[config.mk]
export PLATFORM = sky130hd
export DESIGN_NAME = ats_fifo
export DESIGN_NICKNAME = d
export VERILOG_FILES = /design/src/rtl/ats_pkg.sv /design/src/rtl/ats_fifo.sv
export SDC_FILE = /design/constraint.sdc
export NUM_CORES = 1
export LEC_CHECK = 0
export BUFFER_PORTS_ARGS = -buffer_cell sky130_fd_sc_hd__buf_2
export CORE_AREA = 2 2 199 103
export CTS_CLUSTER_SIZE = 24
export DETAILED_ROUTE_END_ITERATION = 10
export DIE_AREA = 0 0 201 105
export PLACE_DENSITY = 0.84
export SLEW_MARGIN = 15
export SYNTH_ARGS = -nofsm -noshare
export SYNTH_HDL_FRONTEND = slang
export SYNTH_SLANG_ARGS = --single-unit
export TNS_END_PERCENT = 50
[constraint.sdc]
create_clock -name clk -period 21.7 [get_ports clk]
set_clock_uncertainty 0.2 [all_clocks]
set_input_delay 4.34 -clock clk [delete_from_list [all_inputs] [get_ports clk]]
set_output_delay 4.34 -clock clk [all_outputs]
set_load 0.02 [all_outputs]
[src/rtl/ats_pkg.sv]
`timescale 1ns / 1ps
// Shared types, constants and register codes for the address-to-symbol lookup.
// Used by every module of the block; depends on nothing else.
package ats_pkg;

    // Fixed field widths.
    localparam int ADDR_W    = 64;
    localparam int SYM_IDX_W = 12;
    localparam int COUNT_W   = 13;
    localparam int CFG_IDX_W = 4;
    // Wide enough to hold any table index or count up to 65536.
    localparam int IDX_EXT_W = 17;

    // Defaults for the top-level parameters.
    localparam int DEF_MAX_SYMBOLS      = 4096;
    localparam int DEF_INCLUDE_ALL_DATA = 0;

    // Depth of the queue between front and back.
    localparam int Q_DEPTH = 2;

    // Configuration register indexes.
    localparam logic [CFG_IDX_W-1:0] REG_SYMBOL_COUNT     = 4'd0;
    localparam logic [CFG_IDX_W-1:0] REG_TEXT_START       = 4'd1;
    localparam logic [CFG_IDX_W-1:0] REG_TEXT_END         = 4'd2;
    localparam logic [CFG_IDX_W-1:0] REG_INIT_TEXT_START  = 4'd3;
    localparam logic [CFG_IDX_W-1:0] REG_INIT_TEXT_END    = 4'd4;
    localparam logic [CFG_IDX_W-1:0] REG_EXTRA_TEXT_START = 4'd5;
    localparam logic [CFG_IDX_W-1:0] REG_EXTRA_TEXT_END   = 4'd6;
    localparam logic [CFG_IDX_W-1:0] REG_IMAGE_END        = 4'd7;

    // Request actions.
    localparam logic ACT_LOAD   = 1'b0;
    localparam logic ACT_LOOKUP = 1'b1;

    // Command kinds passed from front to back.
    typedef logic [1:0] cmd_kind_t;
    localparam cmd_kind_t CMD_SKIP   = 2'd0; // answer with an empty word only
    localparam cmd_kind_t CMD_LOAD   = 2'd1; // write one table entry
    localparam cmd_kind_t CMD_LOOKUP = 2'd2; // run the search

    typedef struct packed {
        logic              action;
        logic [SYM_IDX_W-1:0] entry_index;
        logic [ADDR_W-1:0] entry_address;
        logic [ADDR_W-1:0] query_address;
    } req_t;

    typedef struct packed {
        logic              found;
        logic [SYM_IDX_W-1:0] symbol_index;
        logic [ADDR_W-1:0] symbol_size;
        logic [ADDR_W-1:0] symbol_offset;
    } rsp_t;

    // One classified command: value is the entry address for a load and the
    // query address for a lookup.
    typedef struct packed {
        cmd_kind_t            kind;
        logic [SYM_IDX_W-1:0] entry_index;
        logic [ADDR_W-1:0]    value;
        logic [ADDR_W-1:0]    section_end;
    } cmd_t;

endpackage

[src/rtl/ats_fifo.sv]
`timescale 1ns / 1ps
// Short command queue between the front end and the search engine.
// Depends on ats_pkg.
module ats_fifo
    import ats_pkg::*;
(
    input  logic clk,
    input  logic rst_n,
    input  logic push_valid,
    output logic push_ready,
    input  cmd_t push_cmd,
    output logic pop_valid,
    input  logic pop_ready,
    output cmd_t pop_cmd
);

    localparam int PW = (Q_DEPTH > 1) ? $clog2(Q_DEPTH) : 1;
    localparam int FW = $clog2(Q_DEPTH + 1);

    cmd_t          slot_reg [Q_DEPTH];
    logic [PW-1:0] wr_ptr_reg;
    logic [PW-1:0] wr_ptr_next;
    logic [PW-1:0] rd_ptr_reg;
    logic [PW-1:0] rd_ptr_next;
    logic [FW-1:0] fill_reg;
    logic [FW-1:0] fill_next;
    logic          do_push;
    logic          do_pop;

    assign push_ready = fill_reg != FW'(Q_DEPTH);
    assign pop_valid  = fill_reg != '0;
    assign pop_cmd    = slot_reg[rd_ptr_reg];
    assign do_push    = push_valid && push_ready;
    assign do_pop     = pop_valid && pop_ready;

    // Pointer and fill count updates.
    always_comb
    begin
        wr_ptr_next = wr_ptr_reg;
        rd_ptr_next = rd_ptr_reg;
        fill_next   = fill_reg;
        if (do_push)
            wr_ptr_next = (wr_ptr_reg == PW'(Q_DEPTH - 1)) ? '0 : wr_ptr_reg + 1'b1;
        if (do_pop)
            rd_ptr_next = (rd_ptr_reg == PW'(Q_DEPTH - 1)) ? '0 : rd_ptr_reg + 1'b1;
        if (do_push && !do_pop)
            fill_next = fill_reg + 1'b1;
        else if (do_pop && !do_push)
            fill_next = fill_reg - 1'b1;
    end

    always_ff @(posedge clk or negedge rst_n)
    begin
        if (!rst_n)
        begin
            wr_ptr_reg <= '0;
            rd_ptr_reg <= '0;
            fill_reg   <= '0;
        end
        else
        begin
            wr_ptr_reg <= wr_ptr_next;
            rd_ptr_reg <= rd_ptr_next;
            fill_reg   <= fill_next;
        end
    end

    // Payload storage needs no reset.
    always_ff @(posedge clk)
    begin
        if (do_push)
            slot_reg[wr_ptr_reg] <= push_cmd;
    end

endmodule

Yosys cells after proc, flatten, opt, wreduce, memory -nomap -nowiden
Memories as Yosys holds them, arrays and structs flattened.
Index checks and enable logic that the tools add are counted.
{"block": "totals", "register_bits": 4, "mem_bits_rw": 284, "inputBits": 146, "out_inout_bits": 144, "wordCells": 23, "memories": 1}
{"memory": "slot_reg", "words": 2, "width": 142, "rd": 1, "rd_ports_with_merged_regs": 0, "write_ports": 1, "line_no": "ats_fifo.sv:20", "rtl": "cmd_t slot_reg [Q_DEPTH];"}
{"block": "classes", "n_addsub": 4, "n_eq_ne": 1, "n_mux": 6, "reduce_logical": 8}
{"cell": "1-bit logical AND", "n": 4}
{"cell": "1-bit two-way mux", "n": 4}
{"cell": "2-bit two-way mux", "n": 2}
{"cell": "2-bit nonzero test", "n": 2}
{"cell": "1-bit adder (second input constant)", "n": 2}
{"cell": "2-bit by 1-bit adder with 2-bit output (second input constant)", "n": 1}
{"cell": "1-bit logical NOT", "n": 2}
{"cell": "2-bit inequality test (second input constant)", "n": 1}
{"cell": "2-bit by 1-bit subtractor with 2-bit output (second input constant)", "n": 1}

Depth between registers and ports, before layout
{"block": "depth", "ltp_word": 6, "ltp_mapped": 7}

Least setup slack after synthesis
No wires, ideal clock.
{"block": "synth_timing", "kind": "in2reg", "start": "in push_valid", "end": "mem slot_reg[0][0] (netlist name), enable pin", "setup_time_ps": 645, "t_arrival_ps": 10333, "slack_ps": 10522, "stages": 2, "path_cell_list": "nand2_1 -> nor2_1"}
{"block": "synth_between", "elab_chain_len": 3}
{"element": "start, declared", "line_no": "ats_fifo.sv:9", "rtl": "input logic push_valid,"}
{"element": "1-bit logical AND", "line_no": "ats_fifo.sv:33", "rtl": "assign do_push = push_valid && push_ready;"}
{"element": "1-bit two-way mux", "line_no": "ats_fifo.sv:71", "rtl": "if (do_push)"}
{"element": "1-bit two-way mux (not written as such)", "line_no": "ats_fifo.sv:72", "rtl": "slot_reg[wr_ptr_reg] <= push_cmd;"}
{"element": "end, declared", "line_no": "ats_fifo.sv:20"}
Every way passes these cells.

==> metrics.md <==
| Metric | Value |
|---|---|
| Final ANT Viol Nets | 0 |
| Post-place setup slack | 14.14 ns |
| Die Height | 105 µm |
| Final setup vio count | 0 |
| Fin nets | 913 |
| First-pass GRT wire length | 30.8 mm |
| Commonest non-fill, non-tap cell in the layout | buf_2 |
| Sw Share | 31.8% |
| CP Buf/Inv Count | 3 |
| Yosys Warn Count | 0 |
| Largest cells by area after synthesis | edfxtp_1 80%, mux2_4 9.8%, mux2_2 7.6% |
| Reg2reg path depth | 5 |
| Drt wl/cell | 19.3 µm |
| Slowest cell on crit path | buf_4 |
| Routed vias/inst | 5.01 |
| Internal power | 1.30 mW |
| Hold buffers post-CTS | 0 |
| WP data arrival | 3.53 ns |
| Initial antenna violation count | 3 |
| Max cap viols | 0 |
| CTS H-tree depth | 1 |
| Share of cells above drive strength 1 | 60.5% |
| Flop2flop setup slack | 18.20 ns |
| Pleak | 5.16 nW |
| Max Slew Vio Count | 0 |
| Layout area overhead | 23.9% |
| Crit-path leading delay family | buffers and inverters |
| WHS Endpoint | fill_reg[1] |
| Die area | 0.0211 mm² |
| Final period util | 37.2% |
| PwrDens | 143 mW/mm² |
| Ports | 290 |
| Setup TNS | 0 ns |
| Cells after DPL | 1004 |
| Fin worst setup slack | 13.63 ns |
| Router iterations before antenna repair | 4 |
| Share of the synthesized area in the top cell type | 79.6% |
| Clock tree sinks | 288 |
| Sw power | 605 µW |
| CP max FO | 60 |
| Placer congestion estimate | 0.811 |
| CTS Buf Count | 26 |
| Cell taking the most area after synthesis | edfxtp_1 |
| Actual slew at the worst max-slew pin | 1.14 ns |
| Sequential fraction of the synthesis area | 80.5% |
| Commonest cells after routing, fill and taps aside | 289 x buf_2, 284 x edfxtp_1, 72 x mux2_2, 70 x mux2_4, 27 x clkbuf_16 |
| Core Box Area | 0.0192 mm² |
| Syn Nets | 607 |
| Kind of critical path | register to output pin |
| Port bufs | 289 |
| Final WL | 20.3 mm |
| R2r endpoint | slot_reg[0][82] |
| Yosys reg bits | 288 |
| CP endpoint kind | output pin |
| Postcts setup bufs | 0 |
| Hold WS | 0.288 ns |
| Largest net degree at the start of global routing | 83 |
| Core Util, Final | 69.1% |
| Mapped Area | 0.0107 mm² |
| Worst EP required | 17.16 ns |
| Tot GR Track Use | 19.0% |
| Vias | 5278 |
| Worst hold stages | 1 |
| Cell count after synthesis | 460 |
| Gr ovfl total | 0 |
| Clock buffer depth | 3 |
| Max reg flops | 284 |
| Std-Cell Rows | 36 |
| Met2 Usage GRT | 35.7% |
| Final hold vios | 0 |
| Post-DP HPWL | 13.5 mm |
| Starting Density | 55.7% |
| Unrepaired setup endpoints after global routing | false |
| Max VDD drop | 0.000154 V |
| Slew margin rel. | 24.3% |
| Hold Path Origin | fill_reg[1] |
| Clock power share | 24.3% |
| Die W | 201 µm |
| Max Clk Rate | 0.124 GHz |
| Syn avg cell area | 23.3 µm² |
| GRT Max-Usage Layer | met2 |
| Layout Cells excl Fill | 1053 |
| Cts repair resizes | 0 |
| Comb pwr share | 33.2% |
| Clock transition at path regs | 0.06 ns |
| Starting DRT DRC Count | 296 |
| CP max stage delay | 0.88 ns |
| CP cell instances | buf_4 -> buf_4 -> mux2_2 -> buf_2 |
| # DRC | 0 |
| Unique masters post-synth | 15 |
| Status | finished, final reports clean |
| TritonCTS clock tree | done |
| R2r startpoint | fill_reg[0] |
| Root buffer cell | clkbuf_16 |
| Startpoint types | register |
| Met1 Use GR | 21.8% |
| Worst min-delay path class | register to register |
| Most used cell, CP | buf_4 |
| Tmin final | 8.07 ns |
| Critical Path Stages | 4 |
| Reg power frac | 42.5% |
| Grt met3 use | 4.30% |
| Vias in the first global route | 5653 |
| Clock Latency Late Sink | 0.53 ns |
metal layers:
| layer | vias up | part of all wire [%] |
|---|---|---|
| met1 | 2649 | 38 |
| met4 | 0 | 2.6 |
| met3 | 37 | 4.8 |
| met5 | - | 0 |
| met2 | 149 | 55 |
| li1 | 2443 | - |
power groups by stage:
stage	Sequential (mW)	Clock, mW	Combinational (mW)
after global routing	0.822	0.494	0.667
after floorplan	0.817	0	0.481
after CTS	0.811	0.471	0.640
after global placement	0.814	0	0.630
after detailed placement	0.822	0	0.638
final	0.810	0.462	0.632
cell families (layout without fill, tap and decap cells):
family / Yosys count / count (layout) / synth area share [%]
other: 0 / 3 / 0
xor gates and xnor gates: 5 / 5 / 0.409
muxes: 142 / 142 / 17.4
DFF: 288 / 288 / 80.5
and+or+nand+nor: 7 / 7 / 0.315
buffers and inverters: 17 / 341 / 1.31
adders and majority gates: 1 / 1 / 0.117
cell type report:
cell class / count / area, µm²
Antenna cell: 3 / 7.51
Clock buffer: 32 / 694
Multi-Input combinational cell: 155 / 1960
Sequential cell: 288 / 8630
Inverter: 1 / 3.75
Clock inverter: 14 / 164
Timing Repair Buffer: 294 / 1480
Fill cell: 1230 / 5950
Tap cell: 266 / 333
through the flow:
step	instance area [µm²]	power [mW]
after floorplan	10700	1.30
after global placement	12400	1.44
after detailed placement	12400	1.46
after CTS	13300	1.92
after global routing	13300	1.98
final	13300	1.90
synth_stat cells, drive strengths merged:
| cell type | number |
|---|---|
| xor2 | 2 |
| nand2 | 2 |
| ha | 1 |
| dfrtp | 4 |
| mux2 | 142 |
| buf | 16 |
| nor2 | 2 |
| nand2b | 1 |
| inv | 1 |
| edfxtp | 284 |
| and3 | 1 |
| xnor2 | 3 |
| or2 | 1 |
how the worst max path moves through the flow:
stage / startpoint / endpoint / slack [ns]
final: rd_ptr_reg / pop_cmd[34] / 13.63
after global routing: rd_ptr_reg / pop_cmd[34] / 13.46
after CTS: rd_ptr_reg / pop_cmd[34] / 13.58
after detailed placement: rd_ptr_reg / pop_cmd[34] / 14.14
after global placement: rd_ptr_reg / pop_cmd[39] / 14.18
after floorplan: push_valid / slot_reg[0][0] / 10.52
Power figures use the tool's default switching activity.
