### src/rtl/ats_pkg.sv
`timescale 1ns / 1ps
// Shared types, constants and register codes for the address-to-symbol lookup.
// Used by every module of the block; depends on nothing else.
package ats_pkg;

    // Fixed field widths.
    localparam int ADDR_W    = 64;
    localparam int SYM_IDX_W = 12;
    localparam int COUNT_W   = 13;
    localparam int CFG_IDX_W = 4;
    // Wide enough to hold any table index or count up to 65536.
    localparam int IDX_EXT_W = 17;

    // Defaults for the top-level parameters.
    localparam int DEF_MAX_SYMBOLS      = 4096;
    localparam int DEF_INCLUDE_ALL_DATA = 0;

    // Depth of the queue between front and back.
    localparam int Q_DEPTH = 2;

    // Configuration register indexes.
    localparam logic [CFG_IDX_W-1:0] REG_SYMBOL_COUNT     = 4'd0;
    localparam logic [CFG_IDX_W-1:0] REG_TEXT_START       = 4'd1;
    localparam logic [CFG_IDX_W-1:0] REG_TEXT_END         = 4'd2;
    localparam logic [CFG_IDX_W-1:0] REG_INIT_TEXT_START  = 4'd3;
    localparam logic [CFG_IDX_W-1:0] REG_INIT_TEXT_END    = 4'd4;
    localparam logic [CFG_IDX_W-1:0] REG_EXTRA_TEXT_START = 4'd5;
    localparam logic [CFG_IDX_W-1:0] REG_EXTRA_TEXT_END   = 4'd6;
    localparam logic [CFG_IDX_W-1:0] REG_IMAGE_END        = 4'd7;

    // Request actions.
    localparam logic ACT_LOAD   = 1'b0;
    localparam logic ACT_LOOKUP = 1'b1;

    // Command kinds passed from front to back.
    typedef logic [1:0] cmd_kind_t;
    localparam cmd_kind_t CMD_SKIP   = 2'd0; // answer with an empty word only
    localparam cmd_kind_t CMD_LOAD   = 2'd1; // write one table entry
    localparam cmd_kind_t CMD_LOOKUP = 2'd2; // run the search

    typedef struct packed {
        logic              action;
        logic [SYM_IDX_W-1:0] entry_index;
        logic [ADDR_W-1:0] entry_address;
        logic [ADDR_W-1:0] query_address;
    } req_t;

    typedef struct packed {
        logic              found;
        logic [SYM_IDX_W-1:0] symbol_index;
        logic [ADDR_W-1:0] symbol_size;
        logic [ADDR_W-1:0] symbol_offset;
    } rsp_t;

    // One classified command: value is the entry address for a load and the
    // query address for a lookup.
    typedef struct packed {
        cmd_kind_t            kind;
        logic [SYM_IDX_W-1:0] entry_index;
        logic [ADDR_W-1:0]    value;
        logic [ADDR_W-1:0]    section_end;
    } cmd_t;

endpackage

### src/rtl/ats_front.sv
`timescale 1ns / 1ps
// Front end: configuration registers, request acceptance and classification.
// Depends on ats_pkg.
module ats_front
    import ats_pkg::*;
#(
    parameter int MAX_SYMBOLS      = DEF_MAX_SYMBOLS,
    parameter int INCLUDE_ALL_DATA = DEF_INCLUDE_ALL_DATA,
    localparam int CW = $clog2(MAX_SYMBOLS + 1)
)
(
    input  logic                 clk,
    input  logic                 rst_n,
    input  logic                 cfg_valid,
    output logic                 cfg_ready,
    input  logic [CFG_IDX_W-1:0] cfg_index,
    input  logic [ADDR_W-1:0]    cfg_data,
    input  logic                 req_valid,
    output logic                 req_ready,
    input  req_t                 req,
    output logic                 cmd_valid,
    input  logic                 cmd_ready,
    output cmd_t                 cmd,
    output logic [CW-1:0]        count
);

    logic [COUNT_W-1:0] symbol_count_reg;
    logic [ADDR_W-1:0]  text_start_reg;
    logic [ADDR_W-1:0]  text_end_reg;
    logic [ADDR_W-1:0]  init_text_start_reg;
    logic [ADDR_W-1:0]  init_text_end_reg;
    logic [ADDR_W-1:0]  extra_text_start_reg;
    logic [ADDR_W-1:0]  extra_text_end_reg;
    logic [ADDR_W-1:0]  image_end_reg;

    logic in_text;
    logic in_init;
    logic in_extra;
    logic in_image;
    logic accepted;
    logic index_ok;

    assign cfg_ready = 1'b1;

    // Configuration register writes; unknown indexes are dropped.
    always_ff @(posedge clk or negedge rst_n)
    begin
        if (!rst_n)
        begin
            symbol_count_reg     <= '0;
            text_start_reg       <= '0;
            text_end_reg         <= '0;
            init_text_start_reg  <= '0;
            init_text_end_reg    <= '0;
            extra_text_start_reg <= '0;
            extra_text_end_reg   <= '0;
            image_end_reg        <= '0;
        end
        else if (cfg_valid)
        begin
            unique case (cfg_index)
                REG_SYMBOL_COUNT:     symbol_count_reg     <= cfg_data[COUNT_W-1:0];
                REG_TEXT_START:       text_start_reg       <= cfg_data;
                REG_TEXT_END:         text_end_reg         <= cfg_data;
                REG_INIT_TEXT_START:  init_text_start_reg  <= cfg_data;
                REG_INIT_TEXT_END:    init_text_end_reg    <= cfg_data;
                REG_EXTRA_TEXT_START: extra_text_start_reg <= cfg_data;
                REG_EXTRA_TEXT_END:   extra_text_end_reg   <= cfg_data;
                REG_IMAGE_END:        image_end_reg        <= cfg_data;
                default:              ;
            endcase
        end
    end

    // The count saturates at the table size.
    always_comb
    begin
        if (IDX_EXT_W'(symbol_count_reg) > IDX_EXT_W'(MAX_SYMBOLS))
            count = CW'(MAX_SYMBOLS);
        else
            count = CW'(symbol_count_reg);
    end

    // Section range checks on the query address.
    always_comb
    begin
        in_text  = (req.query_address >= text_start_reg) &&
                   (req.query_address <= text_end_reg);
        in_init  = (req.query_address >= init_text_start_reg) &&
                   (req.query_address <= init_text_end_reg);
        in_extra = (req.query_address >= extra_text_start_reg) &&
                   (req.query_address <= extra_text_end_reg);
        in_image = (req.query_address >= text_start_reg) &&
                   (req.query_address <= image_end_reg);
        if (INCLUDE_ALL_DATA != 0)
            accepted = in_image;
        else
            accepted = in_text || in_init || in_extra;
        index_ok = IDX_EXT_W'(req.entry_index) < IDX_EXT_W'(MAX_SYMBOLS);
    end

    // Classify the word and hand it to the queue.
    always_comb
    begin
        cmd.entry_index = req.entry_index;
        if (req.action == ACT_LOAD)
        begin
            cmd.kind  = index_ok ? CMD_LOAD : CMD_SKIP;
            cmd.value = req.entry_address;
        end
        else
        begin
            cmd.kind  = (accepted && (count != '0)) ? CMD_LOOKUP : CMD_SKIP;
            cmd.value = req.query_address;
        end
        if (in_init)
            cmd.section_end = init_text_end_reg;
        else if (INCLUDE_ALL_DATA != 0)
            cmd.section_end = image_end_reg;
        else
            cmd.section_end = text_end_reg;
    end

    assign cmd_valid = req_valid;
    assign req_ready = cmd_ready;

endmodule

### config.mk
export PLATFORM = sky130hd
export DESIGN_NAME = ats_front
export DESIGN_NICKNAME = d
export VERILOG_FILES = /design/src/rtl/ats_pkg.sv /design/src/rtl/ats_front.sv
export SDC_FILE = /design/constraint.sdc
export NUM_CORES = 1
export LEC_CHECK = 0
export ABC_AREA = 1
export BUFFER_PORTS_ARGS = -buffer_cell sky130_fd_sc_hd__buf_2
export CAP_MARGIN = 20
export CORE_MARGIN = 2
export CORE_UTILIZATION = 60
export DETAILED_ROUTE_END_ITERATION = 6
export GPL_ROUTABILITY_DRIVEN = 0
export PLACE_DENSITY = 0.84
export SLEW_MARGIN = 20
export SYNTH_ARGS = -nofsm -noshare
export SYNTH_HDL_FRONTEND = slang
export SYNTH_SLANG_ARGS = --single-unit
export TNS_END_PERCENT = 20
### constraint.sdc
create_clock -name clk -period 4.84 [get_ports clk]
set_input_delay 0.242 -clock clk [delete_from_list [all_inputs] [get_ports clk]]
set_output_delay 0.242 -clock clk [all_outputs]
set_load 0.005 [all_outputs]
======== Word-level counts from Yosys, hierarchy flattened ========
Cells that the tools add are included.
operators by class
  magnitude comparators ................... 7
  equality and inequality tests ........... 6
  mux-type cells .......................... 5
  reductions and logical operators ........ 15
operators by type and width
  operator                count
  $ge A64 B64 Y1          3
  $le A64 B64 Y1          3
  $mux W64                2
  $reduce_and A2 Y1       7
  $gt A13 B13 Y1 const B  1
  $mux W13                1
  $reduce_bool A13 Y1     1
  $eq A4 B3 Y1 const B    3
  $eq A4 B2 Y1 const B    2
  $eq A4 B1 Y1 const B    1
  $logic_and A1 B1 Y1     4
  $logic_not A4 Y1        1
  $mux W2                 2
  $logic_or A1 B1 Y1      2
storage, ports and cells
  register bits after elaboration ......... 397
  output and inout bits ................... 158
  word-level logic and storage cells ...... 40

======== Longest topological paths before layout ========
Gate-level depths: netlist (run 1).
  depth after elaboration ................. 7
  mapped depth ............................ 22
  mapped depth without buffers ............ 20

======== Worst setup path before layout (run 1) ========
No wires, ideal clock.
  path type ............................... register to output
  start point ............................. register init_text_start_reg[31]
  end point ............................... output cmd[1] (netlist bit)
  data arrival time ....................... 1.920 ns
  required time ........................... 4.598 ns
  path slack .............................. 2.678 ns
  stages on the path, launching flop included .. 20
  buffers on the path ..................... 3
  path through ............................ dfrtp_1 -> inv_1 -> ha_1 -> nand2_1 -> nor2_2 -> nand2_1 -> inv_1 -> nand2_1 -> nor2_2 -> nand2_1 -> nand2_1 -> nor2_1 -> nand2_1 -> nand2_1 -> nand2_2 -> nand2_2 -> buf_6 -> buf_6 -> buf_6 -> o21ai_2
RTL lines
  item                    RTL line         text
  start, declared         ats_front.sv:30  logic [ADDR_W-1:0] init_text_start_reg;
  start signal, assigned  ats_front.sv:65  REG_INIT_TEXT_START: init_text_start_reg <= cfg_data;
  end, declared           ats_front.sv:23  output cmd_t cmd,

==> results of run 1 <==
==> final cells by class <==
class	instances	area [um2]
inverter	534	2004
sequential	397	9935
clock inverter	16	217.7
timing repair buffer	420	2512
multi-input combinational	2319	13330
fill	3406	12220
clock buffer	64	1340
tap	539	674.4
==> critical path, delay by kind of cell (launching register included) <==
family	cells	cell delay, ns
AOI/OAI and AO/OA	1	0.14
and+or+nand+nor	9	1.56
buffers and inverters	3	0.68
DFF	1	0.34
adders and majority gates	1	0.30
==> through the flow <==
stage	cell area (um2)	hold slack [ns]	setup WS, ns	utilization
after global placement	27800	0.2253	1.517	0.6584
after CTS	30000	0.09243	0.8774	0.7105
after floorplan	25800	-0.05359	2.678	-
final	30010	0.1034	0.9210	0.7107
after global routing	30010	0.1270	0.6732	0.7107
after detailed placement	27800	0.2297	1.464	0.6584
==> synth_stat cells (all sizes together), types with 5 or more instances <==
cell and instances:
nand3 39, inv 533, ha 384, nor2 112, buf 33, nor4 5, o21a 18, o21ai 517
dfrtp 397, a21oi 190, nor3 17, clkbuf 97, nand4 38, a21o 6, nand2 983
==> cell usage in the layout, fill, tap and decap left out, types with 4 or more instances in the layout <==
cell type	count
a21o_1	6
a21oi_1	190
buf_2	341
buf_4	9
bufinv_16	5
clkbuf_1	7
clkbuf_16	47
clkbuf_8	10
clkinv_2	7
dfrtp_1	397
dlygate4sd3_1	64
ha_1	384
inv_1	532
nand2_1	979
nand3_1	37
nand4_1	38
nor2_1	110
nor3_1	17
nor4_1	5
o21a_1	18
o21ai_0	494
o21ai_1	19
o21ai_2	4
==> layer usage <==
layer	up-vias	share of wire	track usage
met5	-	0	0
met4	0	0.026	0.09811
met3	131	0.071	0.05607
met2	844	0.48	0.5497
met1	11120	0.42	0.4313
li1	11540	-	-
==> power by group through the flow <==
stage	Combinational (mW)	Sequential, mW	Clock, mW
floorplan	2.43	4.33	0
global placement	3.42	4.43	0
detailed placement	3.58	4.46	0
CTS	3.67	4.41	3.63
global route	4.27	4.50	3.77
finish	3.68	4.43	3.60
==> path summary, 6_finish.rpt <==
check	slack, ns	end	startpoint	cells past startpoint
worst min-delay path	0.10	extra_text_start_reg[0]	cfg_data[0]	3
min in group asynchronous	0.18	extra_text_start_reg[24]	rst_n	2
worst min register to register	0.48	text_start_reg[24]	text_start_reg[24]	2
worst max register to register	4.03	init_text_end_reg[0]	init_text_end_reg[0]	2
max in group asynchronous	3.50	extra_text_start_reg[62]	rst_n	3
worst max-delay path	0.92	cmd[8]	init_text_end_reg[45]	14
==> logic make-up (layout without fill, tap and decap cells) <==
family          Yosys count  after routing
compound gates          735            735
buf+inv                 664           1034
simple gates           1199           1199
fa+ha+maj               384            384
other cells               1              1
flops                   397            397
==> reports/qor.yml, run 1 <==
critical_path:
  cpPeakStageDelay_ns: 0.40
  critPathMaxFanout: 98
  cp_cell_sequence: "inv_1 > ha_1 > nand4_1 > nor2_1 > nand3_1 > nor3_1 > nand2_1 > nand2_1 > nand2_1 > nand2_4 > buf_12 > nand2_1 > o21ai_0 > buf_2"
  cp-end-kind: "output pin"
  critPathSlowestCell: "buf_12"
  crit_type: "register to output pin"
  worstPathRequired_ns: 4.60
  worst_setup_path_start_kind: "register"
  cp_data_arrival_time_ns: 3.68
  path_common_cell: "nand2_1"
yosys:
  synth_mux_area_frac: 0
  synth.top_cells.by_area: "dfrtp_1, ha_1, nand2_1"
  synth_top_family_by_area: "adder cells"
  synth_edf_count: 0
  synth_nets: 3978
  yosys.area_share.simple: 0.1823
  ys_seq_area_frac: 0.3850
  syn_area_um2: 25800
  synth_cell_type_count: 31
  ys_async_sr_fraction: 1.000
  ys.flop_type: "dfrtp_1"
  synth_compound_area_frac: 0.1459
  ys_seq_elements: 397
  synth_adder_area_share: 0.1862
  netlist.area_leader.share: 0.3850
  syn-instance-count: 3380
  yosys_warnings: 0
  avgSynthCellArea_um2: 7.633
  synthXorXnorAreaFrac: 0
  yosys.area.top_type: "dfrtp_1"
detailed_routing:
  first_pass_iters: 6
  drc_errors: 0
  vias_per_cell: 5.510
  drtIter0Drc: 1932
  routed_wirelength_mm: 72.26
  vias: 23630
  ant_nets: 0
  avgRoutedWirePerCell_um: 16.85
power:
  p_total_mw: 11.71
  clkPwrFrac: 0.308
  leakagePower_nw: 16.21
  pwr-share-comb: 0.314
  p_int_mw: 7.662
  vdd.ir_drop.worst_v: 0.0002722
  switching_share: 0.3455
  switchingPower_mw: 4.044
  seqPwrFrac: 0.378
  powerDensity_nw_per_um2: 390.1
floorplan:
  rows: 75
  die_height_um: 211.4
  core_um2: 42230
  ios: 372
  die_w_um: 211.4
  die-area_um2: 44680
  start_util: 0.6110
clock_network:
  clockRootBuffer: "clkbuf_16"
  clkTransAtPathRegs_ns: 0.06
  clk_latency_ns: 0.57
  cts_buffers: 45
  holdBufCountCts: 64
  post_cts_resized: 0
  h-tree-depth: 2
  cts_tree: "built"
  clockBufferDepth: 3
  post_cts_buffers: 0
  cts.sinks: 397
sta:
  slew_headroom: 0.3115
  rsz0062_at_grt: "false"
  tightest_slew_ns: 1.030
  period_share: 0.8097
  timing.fmax_ghz: 0.2552
  maxSlewViolCount: 0
  min_period_ns: 3.919
  hold_violations: 0
  finClkSkew_ns: 0
  fin_tns_setup_ns: 0
  setup_viol: 0
final_layout:
  n_antenna_cell: 0
  area_growth_pct: 16.31
  drive_gt1_frac: 0.1181
  stdcell_count: 4289
  final_net_count: 4315
grt:
  grt_max_degree: 126
  grt_pass1_wl_mm: 115.6
  grt_usage: 0.3260
  antenna_found_initial: 0
  grt_overflow_total: 0
  grt_pass1_vias: 22670
run:
  drv_cap: 0
run_status:
  run_status: "completed"
placed_design:
  dp.cells: 4145
  place_hpwl_mm: 52.32
  io_buffers: 342
hold_path:
  hold_class: "input port to register"
Power figures use the tool's default switching activity.
==> run 2, diff against run 1 <==
- CORE_UTILIZATION: 60 -> 53
- PLACE_DENSITY: 0.84 -> 0.79
- clock period: 4.84 -> 3.3 ns (I/O delays scaled with it)
==> reports/qor.yml, run 2 (same netlist as run 1, synthesis figures left out) <==
run_status:
  run_status: "completed"
clock_network:
  clkTransAtPathRegs_ns: 0.06  # about the same
  clockBufferDepth: 3  # unchanged
  h-tree-depth: 2  # unchanged
  clk_latency_ns: 0.56  # about the same
  clockRootBuffer: "clkbuf_16"
  cts_tree: "built"
  cts_buffers: 46  # +2.2%
  cts.sinks: 397  # unchanged
sta:
  maxSlewViolCount: 0  # unchanged
  hold_violations: 0  # unchanged
  min_period_ns: 3.250
  timing.fmax_ghz: 0.3077
  setup_viol: 0  # unchanged
  rsz0062_at_grt: "true"
  fin_tns_setup_ns: 0  # unchanged
  period_share: 0.9847
  finClkSkew_ns: 0  # unchanged
  tightest_slew_ns: 0.9334  # -0.09643 ns
  hold_slack_ns: 0.05475  # -0.04866 ns
  slew_headroom: 0.3777  # +0.06621
floorplan:
  die-area_um2: 50460  # +13%
  core_um2: 47850  # +13%
  ios: 372  # unchanged
  die_height_um: 224.6  # +6.3%
  rows: 80  # +6.7%
  die_w_um: 224.6  # +6.3%
  start_util: 0.5393  # -0.07174
final_layout:
  final_area_um2: 30960  # +3.2%
  final_common_cell: "nand2_1"
  area_growth_pct: 20.00
  n_antenna_cell: 0  # unchanged
  final_cell_mix: "nand2_1, inv_1, o21ai_0, dfrtp_1, ha_1"
  final_net_count: 4345  # +0.70%
  drive_gt1_frac: 0.1494  # +0.03122
grt:
  grt_overflow_total: 0  # unchanged
  grt_usage: 0.2892  # -0.03672
  grt_pass1_vias: 22380  # -1.3%
  antenna_found_initial: 0  # unchanged
  grt_pass1_wl_mm: 115.7  # about the same
  grt_max_degree: 83  # -34%
placed_design:
  post_dp_cell_area_um2: 28080  # +0.98%
  place_hpwl_mm: 52.73  # +0.79%
  io_buffers: 342  # unchanged
critical_path:
  cp-startpoint: "init_text_end_reg[47]"
  r2r-start: "init_text_end_reg[42]"
  regToRegEndpoint: "init_text_end_reg[42]"
  worstPathRequired_ns: 3.13  # -1.47 ns
  crit_type: "register to output pin"
  worst-r2r-cell-count: 3  # +1
  worst_setup_path_start_kind: "register"
  cp-end-kind: "output pin"
  r2r_slack_ns: 2.45  # -1.58 ns
  cp_data_arrival_time_ns: 3.08  # -0.60 ns
  critPathMaxFanout: 9  # -91%
  timing.critical_path.to: "cmd[0]"
power:
  vdd.ir_drop.worst_v: 0.0003380  # +24%
  powerDensity_nw_per_um2: 567.8  # +46%
  leakagePower_nw: 16.53  # +1.9%
detailed_routing:
  vias: 23460  # -0.74%
  drc_errors: 0  # unchanged
  ant_nets: 0  # unchanged
  routed_wirelength_mm: 73.37  # +1.5%
  vias_per_cell: 5.334  # -3.2%
  avgRoutedWirePerCell_um: 16.68  # -0.98%
  first_pass_iters: 6  # unchanged
  drtIter0Drc: 1963  # +1.6%
hold_path:
  hp-start: "cfg_data[0]"
  hold_class: "input port to register"
run:
  drv_cap: 0  # unchanged
## run 2: cell count changes in the layout (fill, tap and decap cells not counted), moves of 5 or more
cell / change
buf_4: +11
o21ai_2: +19
inv_1: -6
nor3_1: -6
buf_12: +12
nand2_1: -26
nand2_2: +24
inv_2: +6
nor2_1: -11
o21ai_0: -30
nor2_2: +10
nor3_2: +5
o21ai_4: +9
## run 2: cell type report
type	count	area (um2)
clock inverters	21	201.4
fillers	4033	16880
clock buffers	63	1336
multi-input cells	2319	13750
flip-flops and latches	397	9935
well taps	615	769.5
repair buffers	449	2965
inverters	534	2004
## run 2: how the worst min path moves through the flow
| stage | endpoint | cells past startpoint |
|---|---|---|
| 2_1_floorplan | extra_text_end_reg[0] | 0 |
| 6_report | init_text_end_reg[0] | 3 |
| 5_1_grt | init_text_start_reg[0] | 3 |
| 3_3_place_gp | extra_text_start_reg[28] | 1 |
| 3_5_place_dp | extra_text_start_reg[29] | 1 |
| 4_1_cts | extra_text_start_reg[0] | 3 |
## run 2: per-stage QoR
step | power (mW) | util | cells | worst slack, ns
after floorplan | 9.915 | - | 3380 | 1.215
final | 17.58 | 0.6471 | 4398 | 0.05046
after detailed placement | 11.81 | 0.5868 | 4233 | 0.1035
after global placement | 11.58 | 0.5868 | 4233 | 0.1456
after global routing | 18.88 | 0.6471 | 4398 | -0.1405
after CTS | 17.28 | 0.6378 | 4388 | 0.005036
## run 2: critical path: stages, from the launching register on
cell     delay (ns)
dfrtp_1        0.39
inv_2          0.08
ha_4           0.20
buf_4          0.12
a21oi_1        0.14
o21ai_0        0.17
nor2_1         0.18
nand2_1        0.13
a21oi_1        0.16
nand2_1        0.08
nand2_2        0.11
nand2_8        0.11
buf_8          0.17
buf_12         0.15
nand2_1        0.07
nand2_2        0.08
buf_2          0.14
## run 2: what timing repair did
action	4_1_cts	5_1_grt
resized for setup	56	95
pin swaps	12	17
hold buffers	64	0
gates cloned	1	6
buffers inserted	6	5
hold endpoints to repair	381	0
setup endpoints to repair	65	65
## run 2: layer usage
layer | track usage | routed length (um) | up-vias
li1 | - | - | 11590
met1 | 0.3826 | 31510 | 10940
met2 | 0.4869 | 34840 | 806
met3 | 0.04624 | 5027 | 122
met4 | 0.09336 | 1994 | 0
met5 | 0 | 0 | -
## run 2: power by group
group          switching (mW)  leakage [nW]  internal (mW)  total [mW]
clock                    2.16         0.756           3.02        5.17
sequential              0.581          4.99           5.89        6.47
combinational            3.52          10.8           2.42        5.94
total                    6.26          16.5           11.3        17.6
==> run 3, diff against run 2 <==
- PLACE_DENSITY: 0.79 -> unset
- PLACE_DENSITY_LB_ADDON: unset -> 0.1
==> reports/qor.yml, run 3 (same netlist as run 1, synthesis figures left out) <==
detailed_routing:
  routed_wirelength_mm: 73.91  # +0.74%
  vias: 23360  # -0.40%
  vias_per_cell: 5.310  # -0.45%
  ant_nets: 0  # unchanged
  drtIter0Drc: 1823  # -7.1%
  first_pass_iters: 5  # -1
  avgRoutedWirePerCell_um: 16.80  # +0.69%
  drc_errors: 0  # unchanged
power:
  clkPwrFrac: 0.283  # -0.011
  seqPwrFrac: 0.370  # +0.002
  powerDensity_nw_per_um2: 564.4  # -0.60%
  pwr-share-comb: 0.347  # +0.009
  switching_share: 0.3555  # -0.0003636
  leakagePower_nw: 16.54  # about the same
  p_int_mw: 11.29  # -0.33%
  switchingPower_mw: 6.226  # -0.49%
  vdd.ir_drop.worst_v: 0.0003725  # +10%
critical_path:
  cp-startpoint: "init_text_start_reg[25]"
  r2r_slack_ns: 2.49  # +0.04 ns
  critPathMaxFanout: 6  # -3
  path_common_cell: "nand2_1"
  crit_type: "register to output pin"
  worstPathRequired_ns: 3.13  # about the same
  worst-r2r-cell-count: 3  # unchanged
  cpPeakStageDelay_ns: 0.35  # -0.04 ns
  worst_setup_path_start_kind: "register"
  cp-end-kind: "output pin"
  cp_data_arrival_time_ns: 3.11  # +0.03 ns
  critPathSlowestCell: "dfrtp_1"
  cp_cell_sequence: "inv_1 > ha_1 > nand2_1 > inv_1 > nor2_1 > o21ai_0 > a21oi_1 > nand2_1 > nor2_2 > nand2_2 > nand2_2 > nand2_4 > buf_4 > buf_12 > nand2_8 > nand2_1 > o21ai_2 > buf_2"
  r2r-start: "init_text_end_reg[47]"
placed_design:
  dp_worst_setup_slack_ns: 0.2113  # +0.1078 ns
  dp.cells: 4234  # +0.024%
  place_hpwl_mm: 53.39  # +1.3%
  io_buffers: 342  # unchanged
  post_dp_cell_area_um2: 28070  # about the same
final_layout:
  drive_gt1_frac: 0.1517  # +0.002339
  final_cell_mix: "nand2_1, inv_1, o21ai_0, dfrtp_1, ha_1"
  final_util: 0.6485  # +0.001386
  stdcell_count: 4400  # +0.045%
  final_area_um2: 31030  # +0.21%
  final_net_count: 4350  # +0.12%
  final_common_cell: "nand2_1"
  area_growth_pct: 20.26
sta:
  period_share: 0.9928  # +0.008117
  setup_ws_ns: 0.02368  # -0.02679 ns
  setup_viol: 0  # unchanged
  tightest_slew_ns: 1.070  # +0.1365 ns
  rsz0062_at_grt: "true"
  slew_headroom: 0.2856  # -0.09207
  min_period_ns: 3.276  # +0.02679 ns
  timing.fmax_ghz: 0.3052  # -0.82%
  hold_slack_ns: 0.1760  # +0.1213 ns
  finClkSkew_ns: 0  # unchanged
  maxSlewViolCount: 0  # unchanged
  hold_violations: 0  # unchanged
floorplan:
  die_height_um: 224.6  # unchanged
  rows: 80  # unchanged
  die-area_um2: 50460  # unchanged
  ios: 372  # unchanged
  core_um2: 47850  # unchanged
  die_w_um: 224.6  # unchanged
  start_util: 0.5393  # unchanged
hold_path:
  hold_class: "input port to async pin"
clock_network:
  clockBufferDepth: 3  # unchanged
  cts_tree: "built"
  clk_latency_ns: 0.58  # +0.02 ns
  clockRootBuffer: "clkbuf_16"
  h-tree-depth: 2  # unchanged
  cts.sinks: 397  # unchanged
  cts_buffers: 44  # -4.3%
  clkTransAtPathRegs_ns: 0.06  # about the same
run_status:
  run_status: "completed"
grt:
  grt_pass1_wl_mm: 116.8  # +0.98%
  grt_pass1_vias: 22400  # +0.085%
  grt_max_degree: 129  # +55%
  antenna_found_initial: 0  # unchanged
  grt_overflow_total: 0  # unchanged
  grt_usage: 0.2922  # +0.002936
run:
  drv_cap: 0  # unchanged
run 3: cell count changes in the layout (fill, tap and decap cells not counted), sizes merged, moves of 2 or more:
cell	change
buf	+5
clkbuf	+2
clkinv	-5
inv	-4
nand2	+3
run 3: worst paths after layout:
path,to
min,extra_text_start_reg[11]
max in group asynchronous,text_start_reg[46]
min reg2reg,init_text_end_reg[56]
min in group clk,text_start_reg[11]
max reg2reg,init_text_end_reg[47]
max,cmd[48]
run 3: layer usage:
layer / share of wire / vias up / track usage
li1: - / 11590 / -
met1: 0.45 / 11020 / 0.4010
met2: 0.47 / 644 / 0.4884
met3: 0.055 / 114 / 0.03619
met4: 0.024 / 0 / 0.08225
met5: 0 / - / 0
run 3: through the flow:
stage | TNS, ns | power (mW)
6_report | 0 | 17.51
3_3_place_gp | 0 | 11.63
2_1_floorplan | 0 | 9.915
3_5_place_dp | 0 | 11.89
4_1_cts | -0.01981 | 17.19
5_1_grt | -4.563 | 18.81
run 3: final cells by class:
cell class | instances | area, um2
well taps | 615 | 769.5
fillers | 4234 | 16820
repair buffers | 453 | 3004
multi-input cells | 2322 | 13870
flip-flops and latches | 397 | 9935
clock buffers | 67 | 1349
diodes | 1 | 2.502
inverters | 534 | 2004
clock inverters | 11 | 91.34
run 3: worst max-delay path: cells and delay by family (launching register included):
kind | cells | cell delay (ns)
and+or+nand+nor | 9 | 0.88
adders and majority gates | 1 | 0.29
AOI/OAI and AO/OA | 3 | 0.45
DFF | 1 | 0.35
buffers and inverters | 5 | 0.56
run 3: timing repair:
item	in CTS	in global routing
setup endpoints to repair	65	65
setup buffers	6	9
endpoints found under the hold margin	419	0
gates resized for setup	40	128
gates cloned	3	5
pin swaps	8	19
hold buffers	65	0
run 3: power groups by stage:
stage	registers, mW	clock network [mW]	logic (mW)
finish	6.48	4.96	6.07
global route	6.60	5.22	6.99
CTS	6.46	5.05	5.69
detailed placement	6.53	0	5.36
global placement	6.50	0	5.13
floorplan	6.36	0	3.56
